### config.mk
export PLATFORM = sky130hd
export DESIGN_NAME = integer_alu_with_divide_unit
export DESIGN_NICKNAME = d
export VERILOG_FILES = /design/src/hw/rtl/ialu_pkg.sv /design/src/hw/rtl/integer_alu_with_divide_unit.sv /design/src/hw/rtl/ialu_core.sv
export VERILOG_INCLUDE_DIRS = /design/src /design/src/hw/rtl
export SDC_FILE = /design/constraint.sdc
export NUM_CORES = 1
export LEC_CHECK = 0
export BUFFER_PORTS_ARGS = -buffer_cell sky130_fd_sc_hd__buf_2
export CORE_MARGIN = 8
export CORE_UTILIZATION = 44
export DETAILED_ROUTE_END_ITERATION = 8
export GPL_TIMING_DRIVEN = 0
export PLACE_DENSITY = 0.62
export SYNTH_ARGS = -nofsm -noshare
export SYNTH_HDL_FRONTEND = slang
export SYNTH_SLANG_ARGS = --single-unit
### constraint.sdc
create_clock -name aclk -period 4.45 [get_ports aclk]
set_input_delay 0.6675 -clock aclk [delete_from_list [all_inputs] [get_ports aclk]]
set_output_delay 0.6675 -clock aclk [all_outputs]
set_load 0.03 [all_outputs]
### src/hw/rtl/integer_alu_with_divide_unit_macros.svh
// ----------------------------------------------------------------------------
// Integer ALU assertion macros
// Shared concurrent assertion forms, clocked on the rising edge and
// disabled while reset is held.
// ----------------------------------------------------------------------------
`ifndef INTEGER_ALU_WITH_DIVIDE_UNIT_MACROS_SVH
`define INTEGER_ALU_WITH_DIVIDE_UNIT_MACROS_SVH

// same-cycle implication
`define IALU_ASSERT_IMP(label, clk, rst_n, ante, cons) \
    label: assert property (@(posedge clk) disable iff (!(rst_n)) (ante) |-> (cons)) \
        else $error("ialu assertion failed (same cycle)");

// next-cycle implication
`define IALU_ASSERT_NXT(label, clk, rst_n, ante, cons) \
    label: assert property (@(posedge clk) disable iff (!(rst_n)) (ante) |=> (cons)) \
        else $error("ialu assertion failed (next cycle)");

`endif

### src/hw/rtl/ialu_pkg.sv
// ----------------------------------------------------------------------------
// Integer ALU package
// Opcodes, field widths, FSM states and the control/status bundles that
// pass between the sequencer and the serial datapath.
// ----------------------------------------------------------------------------
`default_nettype none

package ialu_pkg;

    localparam int DATA_WIDTH_DEF = 32;
    localparam int OPND_W         = 32;
    localparam int OP_W           = 4;

    localparam logic [OP_W-1:0] OP_ADD = 4'd0;
    localparam logic [OP_W-1:0] OP_SUB = 4'd1;
    localparam logic [OP_W-1:0] OP_MUL = 4'd2;
    localparam logic [OP_W-1:0] OP_DIV = 4'd3;
    localparam logic [OP_W-1:0] OP_REM = 4'd4;
    localparam logic [OP_W-1:0] OP_AND = 4'd5;
    localparam logic [OP_W-1:0] OP_OR  = 4'd6;
    localparam logic [OP_W-1:0] OP_XOR = 4'd7;
    localparam logic [OP_W-1:0] OP_NOT = 4'd8;
    localparam logic [OP_W-1:0] OP_SHL = 4'd9;
    localparam logic [OP_W-1:0] OP_SHR = 4'd10;
    localparam logic [OP_W-1:0] OP_SAR = 4'd11;

    typedef enum logic [2:0] {
        ST_IDLE,
        ST_MOD,
        ST_RUN,
        ST_FIX,
        ST_HOLD
    } ialu_state_t;

    typedef struct packed {
        logic load;
        logic mod_step;
        logic run_step;
        logic fix;
    } ialu_ctrl_t;

    typedef struct packed {
        logic mod_last;
        logic run_last;
    } ialu_stat_t;

endpackage

`default_nettype wire

### src/hw/rtl/integer_alu_with_divide_unit.sv
// Sequencing: each input beat runs through ST_RUN, then ST_FIX and ST_HOLD into
//   the output register; shl/shr/sar first pass ST_MOD for the serial shift-amount modulo.
// The block takes no new beat until the current item has left ST_HOLD, as
//   the one-bit-per-cycle datapath loop holds one item at a time.
// Reset: aresetn synchronous active low; clears the sequencer, result valid
//   and the sticky divide-by-zero flag.
// ----------------------------------------------------------------------------
// Integer ALU with serial divide unit
// Sequencer, output register and sticky error flag around a bit-serial
// datapath. The output register lets a new beat in while a result waits.
// ----------------------------------------------------------------------------
`default_nettype none

`include "integer_alu_with_divide_unit_macros.svh"

module integer_alu_with_divide_unit #(
    parameter int DATA_WIDTH = ialu_pkg::DATA_WIDTH_DEF
) (
    input  wire logic                               aclk,
    input  wire logic                               aresetn,
    // request channel
    input  wire logic                               s_valid,
    output logic                                    s_ready,
    input  wire logic [ialu_pkg::OP_W-1:0]          s_req_type,
    input  wire logic signed [ialu_pkg::OPND_W-1:0] s_operand_a,
    input  wire logic signed [ialu_pkg::OPND_W-1:0] s_operand_b,
    // result channel
    output logic                                    m_valid,
    input  wire logic                               m_ready,
    output logic signed [ialu_pkg::OPND_W-1:0]      m_result_value,
    output logic                                    m_divide_by_zero,
    output logic                                    m_error_seen
);

    localparam int OW = ialu_pkg::OPND_W;

    ialu_pkg::ialu_state_t state_reg, state_next;
    ialu_pkg::ialu_ctrl_t  ctrl;
    ialu_pkg::ialu_stat_t  stat;

    logic [DATA_WIDTH-1:0] core_result;
    logic                  core_dz;

    logic                  accept;
    logic                  is_shift;
    logic                  out_free;
    logic                  out_load;

    // output register and sticky flag
    logic                  m_valid_reg,  m_valid_next;
    logic                  sticky_reg,   sticky_next;
    logic signed [OW-1:0]  m_result_reg;
    logic                  m_dz_reg;
    logic                  m_err_reg;

    assign accept   = s_valid && s_ready;
    // shift ops need the amount reduced mod DATA_WIDTH first
    assign is_shift = s_req_type inside {ialu_pkg::OP_SHL, ialu_pkg::OP_SHR,
                                         ialu_pkg::OP_SAR};
    // the output slot is free if empty or being drained this cycle
    assign out_free = !m_valid_reg || m_ready;

    // ---------------- sequencer: next state ----------------
    always_comb begin
        state_next = state_reg;
        case (state_reg)
            ialu_pkg::ST_IDLE: begin
                if (accept) state_next = is_shift ? ialu_pkg::ST_MOD : ialu_pkg::ST_RUN;
            end
            ialu_pkg::ST_MOD: begin
                if (stat.mod_last) state_next = ialu_pkg::ST_RUN;
            end
            ialu_pkg::ST_RUN: begin
                if (stat.run_last) state_next = ialu_pkg::ST_FIX;
            end
            ialu_pkg::ST_FIX: begin
                state_next = ialu_pkg::ST_HOLD;
            end
            ialu_pkg::ST_HOLD: begin
                if (out_free) state_next = ialu_pkg::ST_IDLE;
            end
            default: begin
                state_next = ialu_pkg::ST_IDLE;
            end
        endcase
    end

    // ---------------- sequencer: outputs ----------------
    always_comb begin
        s_ready       = 1'b0;
        ctrl.load     = 1'b0;
        ctrl.mod_step = 1'b0;
        ctrl.run_step = 1'b0;
        ctrl.fix      = 1'b0;
        out_load      = 1'b0;
        case (state_reg)
            ialu_pkg::ST_IDLE: begin
                s_ready   = 1'b1;
                ctrl.load = s_valid;
            end
            ialu_pkg::ST_MOD: begin
                ctrl.mod_step = 1'b1;
            end
            ialu_pkg::ST_RUN: begin
                ctrl.run_step = 1'b1;
            end
            ialu_pkg::ST_FIX: begin
                ctrl.fix = 1'b1;
            end
            ialu_pkg::ST_HOLD: begin
                out_load = out_free;
            end
            default: begin
            end
        endcase
    end

    always_ff @(posedge aclk) begin
        if (!aresetn) begin
            state_reg <= ialu_pkg::ST_IDLE;
        end else begin
            state_reg <= state_next;
        end
    end

    // ---------------- serial datapath ----------------
    ialu_core #(
        .DATA_WIDTH (DATA_WIDTH)
    ) u_core (
        .aclk      (aclk),
        .ctrl      (ctrl),
        .req_type  (s_req_type),
        .operand_a (s_operand_a),
        .operand_b (s_operand_b),
        .stat      (stat),
        .result    (core_result),
        .div_zero  (core_dz)
    );

    // ---------------- output register ----------------
    always_comb begin
        m_valid_next = m_valid_reg;
        sticky_next  = sticky_reg;
        if (out_load) begin
            m_valid_next = 1'b1;
            sticky_next  = sticky_reg | core_dz;
        end else if (m_ready) begin
            m_valid_next = 1'b0;
        end
    end

    always_ff @(posedge aclk) begin
        if (!aresetn) begin
            m_valid_reg <= 1'b0;
            sticky_reg  <= 1'b0;
        end else begin
            m_valid_reg <= m_valid_next;
            sticky_reg  <= sticky_next;
        end
    end

    // payload: result sign-extended or cut to the 32-bit field
    always_ff @(posedge aclk) begin
        if (out_load) begin
            m_result_reg <= OW'(signed'(core_result));
            m_dz_reg     <= core_dz;
            m_err_reg    <= sticky_reg | core_dz;
        end
    end

    assign m_valid          = m_valid_reg;
    assign m_result_value   = m_result_reg;
    assign m_divide_by_zero = m_dz_reg;
    assign m_error_seen     = m_err_reg;

    // ---------------- assertions ----------------
    // sticky flag never clears outside reset
    `IALU_ASSERT_NXT(a_sticky_holds, aclk, aresetn, sticky_reg, sticky_reg)
    // a divide-by-zero beat always reports the sticky flag
    `IALU_ASSERT_IMP(a_dz_sets_err, aclk, aresetn, m_valid && m_divide_by_zero, m_error_seen)
    // a divide-by-zero beat carries all ones
    `IALU_ASSERT_IMP(a_dz_all_ones, aclk, aresetn, m_valid && m_divide_by_zero, m_result_value == '1)
    // a finished item lands in the output register
    `IALU_ASSERT_NXT(a_hold_writes, aclk, aresetn, state_reg == ialu_pkg::ST_HOLD && out_free, m_valid_reg)

endmodule

`default_nettype wire

### src/hw/rtl/ialu_core.sv
// ----------------------------------------------------------------------------
// Integer ALU serial datapath
// Bit-serial add/sub/logic, shift-add multiply, restoring divide, and
// one-bit-per-cycle shifts, with a serial modulo for the shift amount.
// ----------------------------------------------------------------------------
`default_nettype none

module ialu_core #(
    parameter int DATA_WIDTH = ialu_pkg::DATA_WIDTH_DEF
) (
    input  wire logic                              aclk,
    input  wire ialu_pkg::ialu_ctrl_t              ctrl,
    input  wire logic [ialu_pkg::OP_W-1:0]         req_type,
    input  wire logic signed [ialu_pkg::OPND_W-1:0] operand_a,
    input  wire logic signed [ialu_pkg::OPND_W-1:0] operand_b,
    output ialu_pkg::ialu_stat_t                   stat,
    output logic [DATA_WIDTH-1:0]                  result,
    output logic                                   div_zero
);

    localparam int W     = DATA_WIDTH;
    localparam int OW    = ialu_pkg::OPND_W;
    localparam int SH_W  = $clog2(W);
    localparam int MAXN  = (W > OW) ? W : OW;
    localparam int CNT_W = $clog2(MAXN);
    localparam logic [SH_W:0]    W_MOD     = (SH_W+1)'(W);
    localparam logic [CNT_W-1:0] MOD_LAST  = CNT_W'(OW - 1);
    localparam logic [CNT_W-1:0] RUN_LAST  = CNT_W'(W - 1);

    logic [ialu_pkg::OP_W-1:0] op_reg,     op_next;
    logic [W-1:0]              a_reg,      a_next;
    logic [W-1:0]              b_reg,      b_next;
    logic [W-1:0]              acc_reg,    acc_next;
    logic                      carry_reg,  carry_next;
    logic                      na_reg,     na_next;
    logic                      nb_reg,     nb_next;
    logic                      dz_reg,     dz_next;
    logic [OW-1:0]             shsrc_reg,  shsrc_next;
    logic [SH_W-1:0]           shamt_reg,  shamt_next;
    logic [CNT_W-1:0]          cnt_reg,    cnt_next;

    // load-time operand prep
    logic [W-1:0] a_in, b_in, a_mag, b_mag;
    logic         in_div;

    assign a_in   = W'(operand_a);
    assign b_in   = W'(operand_b);
    assign a_mag  = a_in[W-1] ? (~a_in + W'(1)) : a_in;
    assign b_mag  = b_in[W-1] ? (~b_in + W'(1)) : b_in;
    assign in_div = (req_type == ialu_pkg::OP_DIV) || (req_type == ialu_pkg::OP_REM);

    // serial add/sub bit
    logic bb, sum_bit, carry_out;
    assign bb        = b_reg[0] ^ (op_reg == ialu_pkg::OP_SUB);
    assign sum_bit   = a_reg[0] ^ bb ^ carry_reg;
    assign carry_out = (a_reg[0] & bb) | (a_reg[0] & carry_reg) | (bb & carry_reg);

    // restoring divide step
    logic [W:0] pr, diff;
    assign pr   = {acc_reg, a_reg[W-1]};
    assign diff = pr - {1'b0, b_reg};

    // shift amount: (amount * 2 + bit) mod W, one compare-subtract per bit
    logic [SH_W:0] mod_t, mod_r;
    assign mod_t = {shamt_reg, shsrc_reg[OW-1]};
    assign mod_r = (mod_t >= W_MOD) ? (mod_t - W_MOD) : mod_t;

    logic shift_en;
    assign shift_en = cnt_reg < CNT_W'(shamt_reg);

    always_comb begin
        op_next    = op_reg;
        a_next     = a_reg;
        b_next     = b_reg;
        acc_next   = acc_reg;
        carry_next = carry_reg;
        na_next    = na_reg;
        nb_next    = nb_reg;
        dz_next    = dz_reg;
        shsrc_next = shsrc_reg;
        shamt_next = shamt_reg;
        cnt_next   = cnt_reg;

        if (ctrl.load) begin
            op_next    = req_type;
            a_next     = in_div ? a_mag : a_in;
            b_next     = in_div ? b_mag : b_in;
            acc_next   = '0;
            carry_next = (req_type == ialu_pkg::OP_SUB);
            na_next    = a_in[W-1];
            nb_next    = b_in[W-1];
            dz_next    = in_div && (b_in == '0);
            shsrc_next = operand_b;
            shamt_next = '0;
            cnt_next   = '0;
        end else if (ctrl.mod_step) begin
            shamt_next = mod_r[SH_W-1:0];
            shsrc_next = {shsrc_reg[OW-2:0], 1'b0};
            cnt_next   = stat.mod_last ? '0 : cnt_reg + CNT_W'(1);
        end else if (ctrl.run_step) begin
            cnt_next = cnt_reg + CNT_W'(1);
            case (op_reg)
                ialu_pkg::OP_ADD, ialu_pkg::OP_SUB: begin
                    acc_next   = {sum_bit, acc_reg[W-1:1]};
                    carry_next = carry_out;
                    a_next     = a_reg >> 1;
                    b_next     = b_reg >> 1;
                end
                ialu_pkg::OP_AND: begin
                    acc_next = {a_reg[0] & b_reg[0], acc_reg[W-1:1]};
                    a_next   = a_reg >> 1;
                    b_next   = b_reg >> 1;
                end
                ialu_pkg::OP_OR: begin
                    acc_next = {a_reg[0] | b_reg[0], acc_reg[W-1:1]};
                    a_next   = a_reg >> 1;
                    b_next   = b_reg >> 1;
                end
                ialu_pkg::OP_XOR: begin
                    acc_next = {a_reg[0] ^ b_reg[0], acc_reg[W-1:1]};
                    a_next   = a_reg >> 1;
                    b_next   = b_reg >> 1;
                end
                ialu_pkg::OP_NOT: begin
                    acc_next = {~a_reg[0], acc_reg[W-1:1]};
                    a_next   = a_reg >> 1;
                end
                ialu_pkg::OP_MUL: begin
                    acc_next = acc_reg + (b_reg[0] ? a_reg : '0);
                    a_next   = a_reg << 1;
                    b_next   = b_reg >> 1;
                end
                ialu_pkg::OP_DIV, ialu_pkg::OP_REM: begin
                    // partial remainder stays below the divisor, so its top bit is clear
                    if (!dz_reg) begin
                        acc_next = diff[W] ? pr[W-1:0] : diff[W-1:0];
                        a_next   = {a_reg[W-2:0], ~diff[W]};
                    end
                end
                ialu_pkg::OP_SHL: begin
                    if (shift_en) a_next = a_reg << 1;
                end
                ialu_pkg::OP_SHR: begin
                    if (shift_en) a_next = a_reg >> 1;
                end
                ialu_pkg::OP_SAR: begin
                    if (shift_en) a_next = {a_reg[W-1], a_reg[W-1:1]};
                end
                default: begin
                end
            endcase
        end else if (ctrl.fix) begin
            case (op_reg)
                ialu_pkg::OP_ADD, ialu_pkg::OP_SUB, ialu_pkg::OP_AND, ialu_pkg::OP_OR,
                ialu_pkg::OP_XOR, ialu_pkg::OP_NOT, ialu_pkg::OP_MUL: begin
                    acc_next = acc_reg;
                end
                ialu_pkg::OP_DIV: begin
                    if (dz_reg)                acc_next = '1;
                    else if (na_reg ^ nb_reg)  acc_next = ~a_reg + W'(1);
                    else                       acc_next = a_reg;
                end
                ialu_pkg::OP_REM: begin
                    if (dz_reg)       acc_next = '1;
                    else if (na_reg)  acc_next = ~acc_reg + W'(1);
                    else              acc_next = acc_reg;
                end
                ialu_pkg::OP_SHL, ialu_pkg::OP_SHR, ialu_pkg::OP_SAR: begin
                    acc_next = a_reg;
                end
                default: begin
                    acc_next = '0;
                end
            endcase
        end
    end

    always_ff @(posedge aclk) begin
        op_reg    <= op_next;
        a_reg     <= a_next;
        b_reg     <= b_next;
        acc_reg   <= acc_next;
        carry_reg <= carry_next;
        na_reg    <= na_next;
        nb_reg    <= nb_next;
        dz_reg    <= dz_next;
        shsrc_reg <= shsrc_next;
        shamt_reg <= shamt_next;
        cnt_reg   <= cnt_next;
    end

    assign stat.mod_last = (cnt_reg == MOD_LAST);
    assign stat.run_last = (cnt_reg == RUN_LAST);
    assign result        = acc_reg;
    assign div_zero      = dz_reg;

endmodule

`default_nettype wire

==> results of run 1 <==
==> worst reg2reg max path: stages, from the launching register on <==
cell and delay, ns:
edfxtp_1 0.56, clkbuf_1 0.28, inv_1 0.28, nor2_1 0.09, ha_1 0.27, clkbuf_1 0.32, nand2_1 0.17, o21ai_0 0.27
nor3_1 0.09, a21oi_1 0.53, a21oi_1 0.18, xnor2_1 0.25, nor2_1 0.06, a2111oi_0 0.66, a21oi_1 0.13
==> per-stage QoR <==
stage / setup slack [ns] / hold slack (ns) / total power (µW) / utilization [%]
detailed placement: -0.157 / 0.446 / 5820 / 48.0
CTS: 0.126 / 0.396 / 7440 / 49.7
global placement: -1.32 / 0.443 / 5780 / 47.7
floorplan: 0.230 / 0.424 / 4750 / -
global route: 0.00441 / 0.411 / 7910 / 49.8
finish: 0.151 / 0.411 / 7510 / 49.8
==> cell usage in the layout, fill, tap and decap left out, drive strengths merged, types with 9 or more instances in the layout <==
master | synthesis | final
nor3b | 12 | 12
dfxtp | 47 | 47
o21a | 10 | 10
o21bai | 10 | 10
edfxtp | 138 | 138
o21ai | 196 | 196
mux2i | 29 | 29
a21oi | 153 | 153
a221oi | 20 | 20
o31ai | 24 | 24
clkbuf | 99 | 118
nor2 | 119 | 119
xor2 | 67 | 67
nor2b | 23 | 23
nor4 | 24 | 24
nand3 | 39 | 39
or3 | 13 | 13
a211oi | 34 | 34
nor3 | 56 | 56
nand2b | 23 | 23
buf | 21 | 133
a21o | 30 | 30
nand4 | 17 | 17
and2 | 36 | 36
and3 | 15 | 15
nand2 | 300 | 300
ha | 76 | 76
o211ai | 18 | 18
a211o | 9 | 9
or4 | 15 | 15
a31oi | 41 | 41
xnor2 | 73 | 73
inv | 63 | 67
==> timing repair <==
| action | 4_1_cts | 5_1_grt |
|---|---|---|
| endpoints found under the setup margin | 3 | 7 |
| resized for setup | 3 | 0 |
| buffers inserted | 0 | 1 |
| pin swaps | 0 | 0 |
==> final cells by class <==
type / instances / area share, %
Buffer: 120 / 2.93
Sequential cell: 185 / 28.8
Clock inverter: 13 / 0.906
Timing Repair Buffer: 112 / 3.54
Multi-Input combinational cell: 1595 / 56.7
Clock buffer: 19 / 2.51
Inverter: 63 / 1.34
Tap cell: 461 / 3.26
==> layer usage <==
layer  up-vias  GRT usage [%]  part of all wire (%)
li1       7488              -                     -
met5         -              0                     0
met1      7725           39.3                    45
met2       692           43.0                    44
met3       147           4.55                   7.3
met4         0           11.7                   4.4
==> cells by family after synthesis <==
family	Yosys count
AOI/OAI and AO/OA	621
xor gates and xnor gates	140
adders and majority gates	79
buffers and inverters	183
DFF	185
muxes	32
and+or+nand+nor	723
==> power by group <==
part | switching [µW] | total [µW] | internal (µW)
clock | 804 | 1620 | 814
combinational | 2120 | 3320 | 1200
sequential | 383 | 2580 | 2190
==> path summary, 6_finish.rpt <==
kind                               to  slack [ns]           startpoint  cells past startpoint
setup / recovery    u_core.result[19]        0.15      u_core.b_reg[0]                     14
hold / removal       u_core.op_reg[1]        0.41        s_req_type[1]                      1
setup reg to reg    u_core.result[19]        0.15      u_core.b_reg[0]                     14
hold reg to reg   u_core.shamt_reg[4]        0.45  u_core.shamt_reg[4]                      2
==> reports/metrics.csv, run 1 <==
stage,metric,value,unit
flow_run,# Max-Cap Violations,0,
routing,initial DRC count,1596,
worst_setup_path,crit path DAT,4.63,ns
power_and_ir_drop,peak supply drop,0.322,mV
final_layout,# fillers,3453,
logic_synthesis,largest family of logic cells by synthesized area,compound AO/OA/AOI/OAI gates,
worst_setup_path,critical-path cell list,"clkbuf_1, inv_1, nor2_1, ha_1, clkbuf_1, nand2_1, o21ai_0, nor3_1, a21oi_1, a21oi_1, xnor2_1, nor2_1, a2111oi_0, a21oi_1",
global_routing,GRT overflow,0,
logic_synthesis,most common cell in the netlist,nand2_1,
logic_synthesis,Yosys Warn Count,0,
placed_design,dpl cells,2534,
final_layout,register area,0.00508,mm²
cts,CTS Sinks,185,
routing,Pre-antenna DRT Iters,6,
routing,DRC,0,
worst_setup_path,slowest cell delay on critical path,0.66,ns
placed_design,HPWL after detailed placement,47200,µm
timing,Final Hold Vio Count,0,
final_layout,Finished Layout Cells,2568,
global_routing,initial antenna violation count,0,
placed_design,Placement Cell Area,0.0170,mm²
power_and_ir_drop,P_leak,0.00680,µW
die,die footprint,0.0423,mm²
die,row count,69,
timing,Setup Total Neg Slack,0,ns
power_and_ir_drop,power density cells,425,mW/mm²
logic_synthesis,mux cell area share after synthesis,2.05,%
routing,"antenna viol nets, final",0,
timing,slew at the pin with the worst max-slew slack,1.17,ns
cts,CTS Hold Buffers Added,0,
logic_synthesis,"Distinct cells, synth",89,
worst_setup_path,buffers and inverters on the worst path,3,
hold_path,worst min path class,in -> reg,
cts,Clock Latency Late Sink,0.47,ns
final_layout,cell area after layout,0.0177,mm²
worst_setup_path,element type at the critical path end,flop,
timing,slew margin rel.,21.1,%
worst_setup_path,CP dominant cell by count,a21oi_1,
cts,CTS tree,yes,
timing,worst clock skew,0.0163,ns
timing,final setup fails,0,
placed_design,GPL Wtd Cong,0.967,
logic_synthesis,post-synthesis xor/xnor area fraction,7.75,%
final_layout,area of the multi-input gates,0.0100,mm²
worst_setup_path,CP Max Fanout,10,
logic_synthesis,Syn Nets,2114,
logic_synthesis,compound-gate portion of the synthesized area,24.5,%
cts,clk buf depth,2,
die,Die X,206,µm
die,core area,0.0355,mm²
outcome,outcome,finished clean,
final_layout,layout cell share with drive strength beyond 1,9.59,%
final_layout,nets,2245,
worst_setup_path,Top Family by Delay on Critical Path,compound AO/OA/AOI/OAI gates,
final_layout,Area Growth Syn to Fin,11.7,%
global_routing,largest net degree at the start of global routing,33,
routing,vias post-DR,16100,
die,Initial Utilization,44.6,%
worst_setup_path,Critical Path RT,4.78,ns
logic_synthesis,Post-synth EDFFs,138,
cts,H-tree depth,4,
die,I/O pins,108,
timing,RSZ-0062 raised after global routing,no,
worst_setup_path,WS Path Type,reg -> reg,
worst_setup_path,crit path launch type,flop,
logic_synthesis,"area leader, netlist",edfxtp_1,
global_routing,via count of the first global-routing pass,15200,
global_routing,first-pass GRT wire length,92100,µm
timing,Max Slew Vio Count,0,
final_layout,number of diodes,0,
routing,wire per inst,23.7,µm
logic_synthesis,Synth top area share,26.2,%
worst_setup_path,CP max-delay cell,a2111oi_0,
logic_synthesis,dominant synthesized flop cell,edfxtp_1,
logic_synthesis,main area contributors after synthesis,"edfxtp_1 (26%), nand2_1 (7.1%), o21ai_0 (6.0%)",
logic_synthesis,Post-synth ARST share,0,%
logic_synthesis,Post-synth top cells,"nand2_1 (298), o21ai_0 (191), a21oi_1 (153)",
placed_design,port bufs,107,
cts,root buffer cell,clkbuf_16,
global_routing,total track usage,28.2,%
logic_synthesis,synthesized area,0.0158,mm²
logic_synthesis,Cells after Synth,1963,
logic_synthesis,sequential-to-total area share from yosys stat,32.1,%
die,Die Y,206,µm
timing,fin crit share,96.6,%
logic_synthesis,area share of fa/ha/maj cells after synthesis,6.39,%
cts,TritonCTS Buffers,17,
cts,Clock Pin Slew Worst Setup and Hold Paths,0.08,ns
timing,fmax,233,MHz
logic_synthesis,mean post-synth cell area,8.06,µm²
routing,vias per cell,6.25,
timing,Final min period,4.30,ns
logic_synthesis,flop and latch count out of synthesis,185,
logic_synthesis,Post-Synth Simple-Gate Area,22.5,%
routing,DRT Wirelength,60900,µm
No activity file was read; power rests on OpenSTA's default activity.
==> run 2, diff against run 1 <==
--- a/config.mk
+++ b/config.mk
@@ -11,7 +11,9 @@
 export CORE_UTILIZATION = 44
 export DETAILED_ROUTE_END_ITERATION = 8
 export GPL_TIMING_DRIVEN = 0
+export MAX_ROUTING_LAYER = met4
 export PLACE_DENSITY = 0.62
+export RECOVER_POWER = 100
 export SYNTH_ARGS = -nofsm -noshare
 export SYNTH_HDL_FRONTEND = slang
 export SYNTH_SLANG_ARGS = --single-unit
==> reports/metrics.csv, run 2 (synthesis results as in run 1) <==
stage,metric,value,unit,change
outcome,outcome,"finished, violations left",,
outcome,violated checks,"max-capacitance violations, max-slew violations",,
worst_setup_path,Critical Path RT,4.82,ns,+0.04 ns
global_routing,total track usage,29.5,%,+1.3 points
power_and_ir_drop,peak supply drop,0.311,mV,-3.2%
cts,Clock Pin Slew Worst Setup and Hold Paths,0.08,ns,about the same
routing,DRC,0,,unchanged
final_layout,number of diodes,0,,unchanged
final_layout,layout cell share with drive strength beyond 1,7.31,%,-2.3 points
final_layout,Finished Layout Cells,2568,,unchanged
flow_run,# Max-Cap Violations,1,,+1
timing,final setup fails,0,,unchanged
global_routing,first-pass GRT wire length,93000,µm,+0.93%
routing,initial DRC count,1461,,-8.5%
worst_setup_path,WS Path Type,reg -> reg,,
cts,H-tree depth,4,,unchanged
timing,slew margin rel.,-19.8,%,-41 points
timing,Setup WS post-layout,0.168,ns,+0.0165 ns
final_layout,nets,2246,,+0.045%
placed_design,GPL Wtd Cong,0.991,,+2.5%
global_routing,GRT overflow,0,,unchanged
worst_setup_path,register-to-register setup slack,0.17,ns,+0.02 ns
timing,Final min period,4.28,ns,-0.0165 ns
cts,TritonCTS Buffers,17,,unchanged
die,Die Y,206,µm,unchanged
worst_setup_path,CP Max Fanout,5,,-5
timing,worst clock skew,0.0147,ns,-0.00156 ns
placed_design,HPWL after detailed placement,48300,µm,+2.3%
timing,RSZ-0062 raised after global routing,no,,
cts,CTS Sinks,185,,unchanged
timing,slew at the pin with the worst max-slew slack,1.80,ns,+0.626 ns
routing,"antenna viol nets, final",0,,unchanged
cts,CTS tree,yes,,
die,I/O pins,108,,unchanged
cts,Clock Latency Late Sink,0.47,ns,about the same
cts,clk buf depth,2,,unchanged
final_layout,final core occ,49.3,%,-0.48 points
final_layout,# fillers,3626,,+5.0%
routing,DRT Wirelength,61500,µm,+1.0%
final_layout,area of the multi-input gates,0.0100,mm²,-0.30%
die,row count,69,,unchanged
final_layout,most frequent cells in the layout,"nand2_1 (297), o21ai_0 (190), a21oi_1 (152), clkbuf_1 (148), edfxtp_1 (138)",,
timing,fin crit share,96.2,%,-0.37 points
worst_setup_path,crit path launch type,flop,,
power_and_ir_drop,power density cells,427,mW/mm²,+0.35%
placed_design,Placement Cell Area,0.0170,mm²,about the same
global_routing,via count of the first global-routing pass,15100,,-0.79%
power_and_ir_drop,P_leak,0.00665,µW,-2.2%
cts,root buffer cell,clkbuf_16,,
die,Die X,206,µm,unchanged
placed_design,port bufs,107,,unchanged
worst_setup_path,crit path DAT,4.65,ns,+0.02 ns
die,core area,0.0355,mm²,unchanged
die,die footprint,0.0423,mm²,unchanged
timing,Final Hold Vio Count,0,,unchanged
timing,Max Slew Vio Count,28,,+28
routing,wire per inst,23.9,µm,+1.0%
routing,vias post-DR,16000,,-0.20%
routing,Pre-antenna DRT Iters,5,,-1
die,Initial Utilization,44.6,%,unchanged
final_layout,Area Growth Syn to Fin,10.6,%,
timing,fmax,234,MHz,+0.38%
final_layout,cell area after layout,0.0175,mm²,-0.96%
global_routing,largest net degree at the start of global routing,33,,unchanged
global_routing,initial antenna violation count,0,,unchanged
final_layout,register area,0.00508,mm²,unchanged
final_layout,"commonest non-fill, non-tap cell in the layout",nand2_1,,
placed_design,Place WS,-0.240,ns,-0.0828 ns
routing,vias per cell,6.24,,-0.20%
placed_design,dpl cells,2535,,+0.039%
worst_setup_path,element type at the critical path end,flop,,
hold_path,worst min path class,reg -> reg,,
[run 2: area by class of cell]
type | count | area share (%)
well taps | 461 | 3.29
plain buffers | 120 | 2.92
flip-flops and latches | 185 | 29.0
inverters | 63 | 1.35
multi-input cells | 1595 | 57.1
repair buffers | 113 | 2.98
clock buffers | 19 | 2.47
clock inverters | 12 | 0.815
[run 2: through the flow]
step / TNS (ns) / hold WS [ns] / power, µW
3_3_place_gp: -83.53 / 0.432 / 5820
4_1_cts: 0 / 0.407 / 7430
6_report: 0 / 0.454 / 7470
5_1_grt: 0 / 0.475 / 7850
2_1_floorplan: 0 / 0.424 / 4750
3_5_place_dp: -0.509 / 0.447 / 5860
[run 2: final timing paths]
| check | startpoint | endpoint | depth (start not counted) |
|---|---|---|---|
| hold / removal | u_core.shamt_reg[4] | u_core.shamt_reg[4] | 2 |
| setup reg to reg | u_core.b_reg[0] | u_core.result[26] | 14 |
| hold reg to reg | u_core.shamt_reg[4] | u_core.shamt_reg[4] | 2 |
| setup / recovery | u_core.b_reg[0] | u_core.result[26] | 14 |
[run 2: metal layers]
layer / GRT usage (%) / vias to the layer above / wire length (µm)
met3: 4.46 / 121 / 4290
li1: - / 7494 / -
met4: 11.5 / 0 / 2350
met2: 43.4 / 636 / 26600
met1: 40.4 / 7769 / 28200
met5: - / - / 0
[run 2: critical path, stage by stage (launching register included)]
cell and delay, ns:
edfxtp_1 0.35, buf_4 0.17, ha_1 0.38, ha_1 0.31, inv_1 0.07, fa_1 0.44, nand2b_1 0.20, a211oi_1 0.31
nor3b_1 0.15, o31a_1 0.43, o21ai_1 0.43, a21oi_1 0.15, xor2_1 0.31, o22ai_1 0.19, o221a_2 0.27
[run 2: timing repair]
| item | 4_1_cts | 5_1_grt |
|---|---|---|
| setup buffers | 0 | 2 |
| hold buffers | 0 | 0 |
| endpoints found under the setup margin | 3 | 39 |
| gates resized for setup | 3 | 2 |
| endpoints found under the hold margin | 0 | 0 |
[run 2: report_power, final]
group / switching, µW / internal (µW)
Clock: 738 / 834
Sequential: 390 / 2200
Combinational: 2140 / 1170
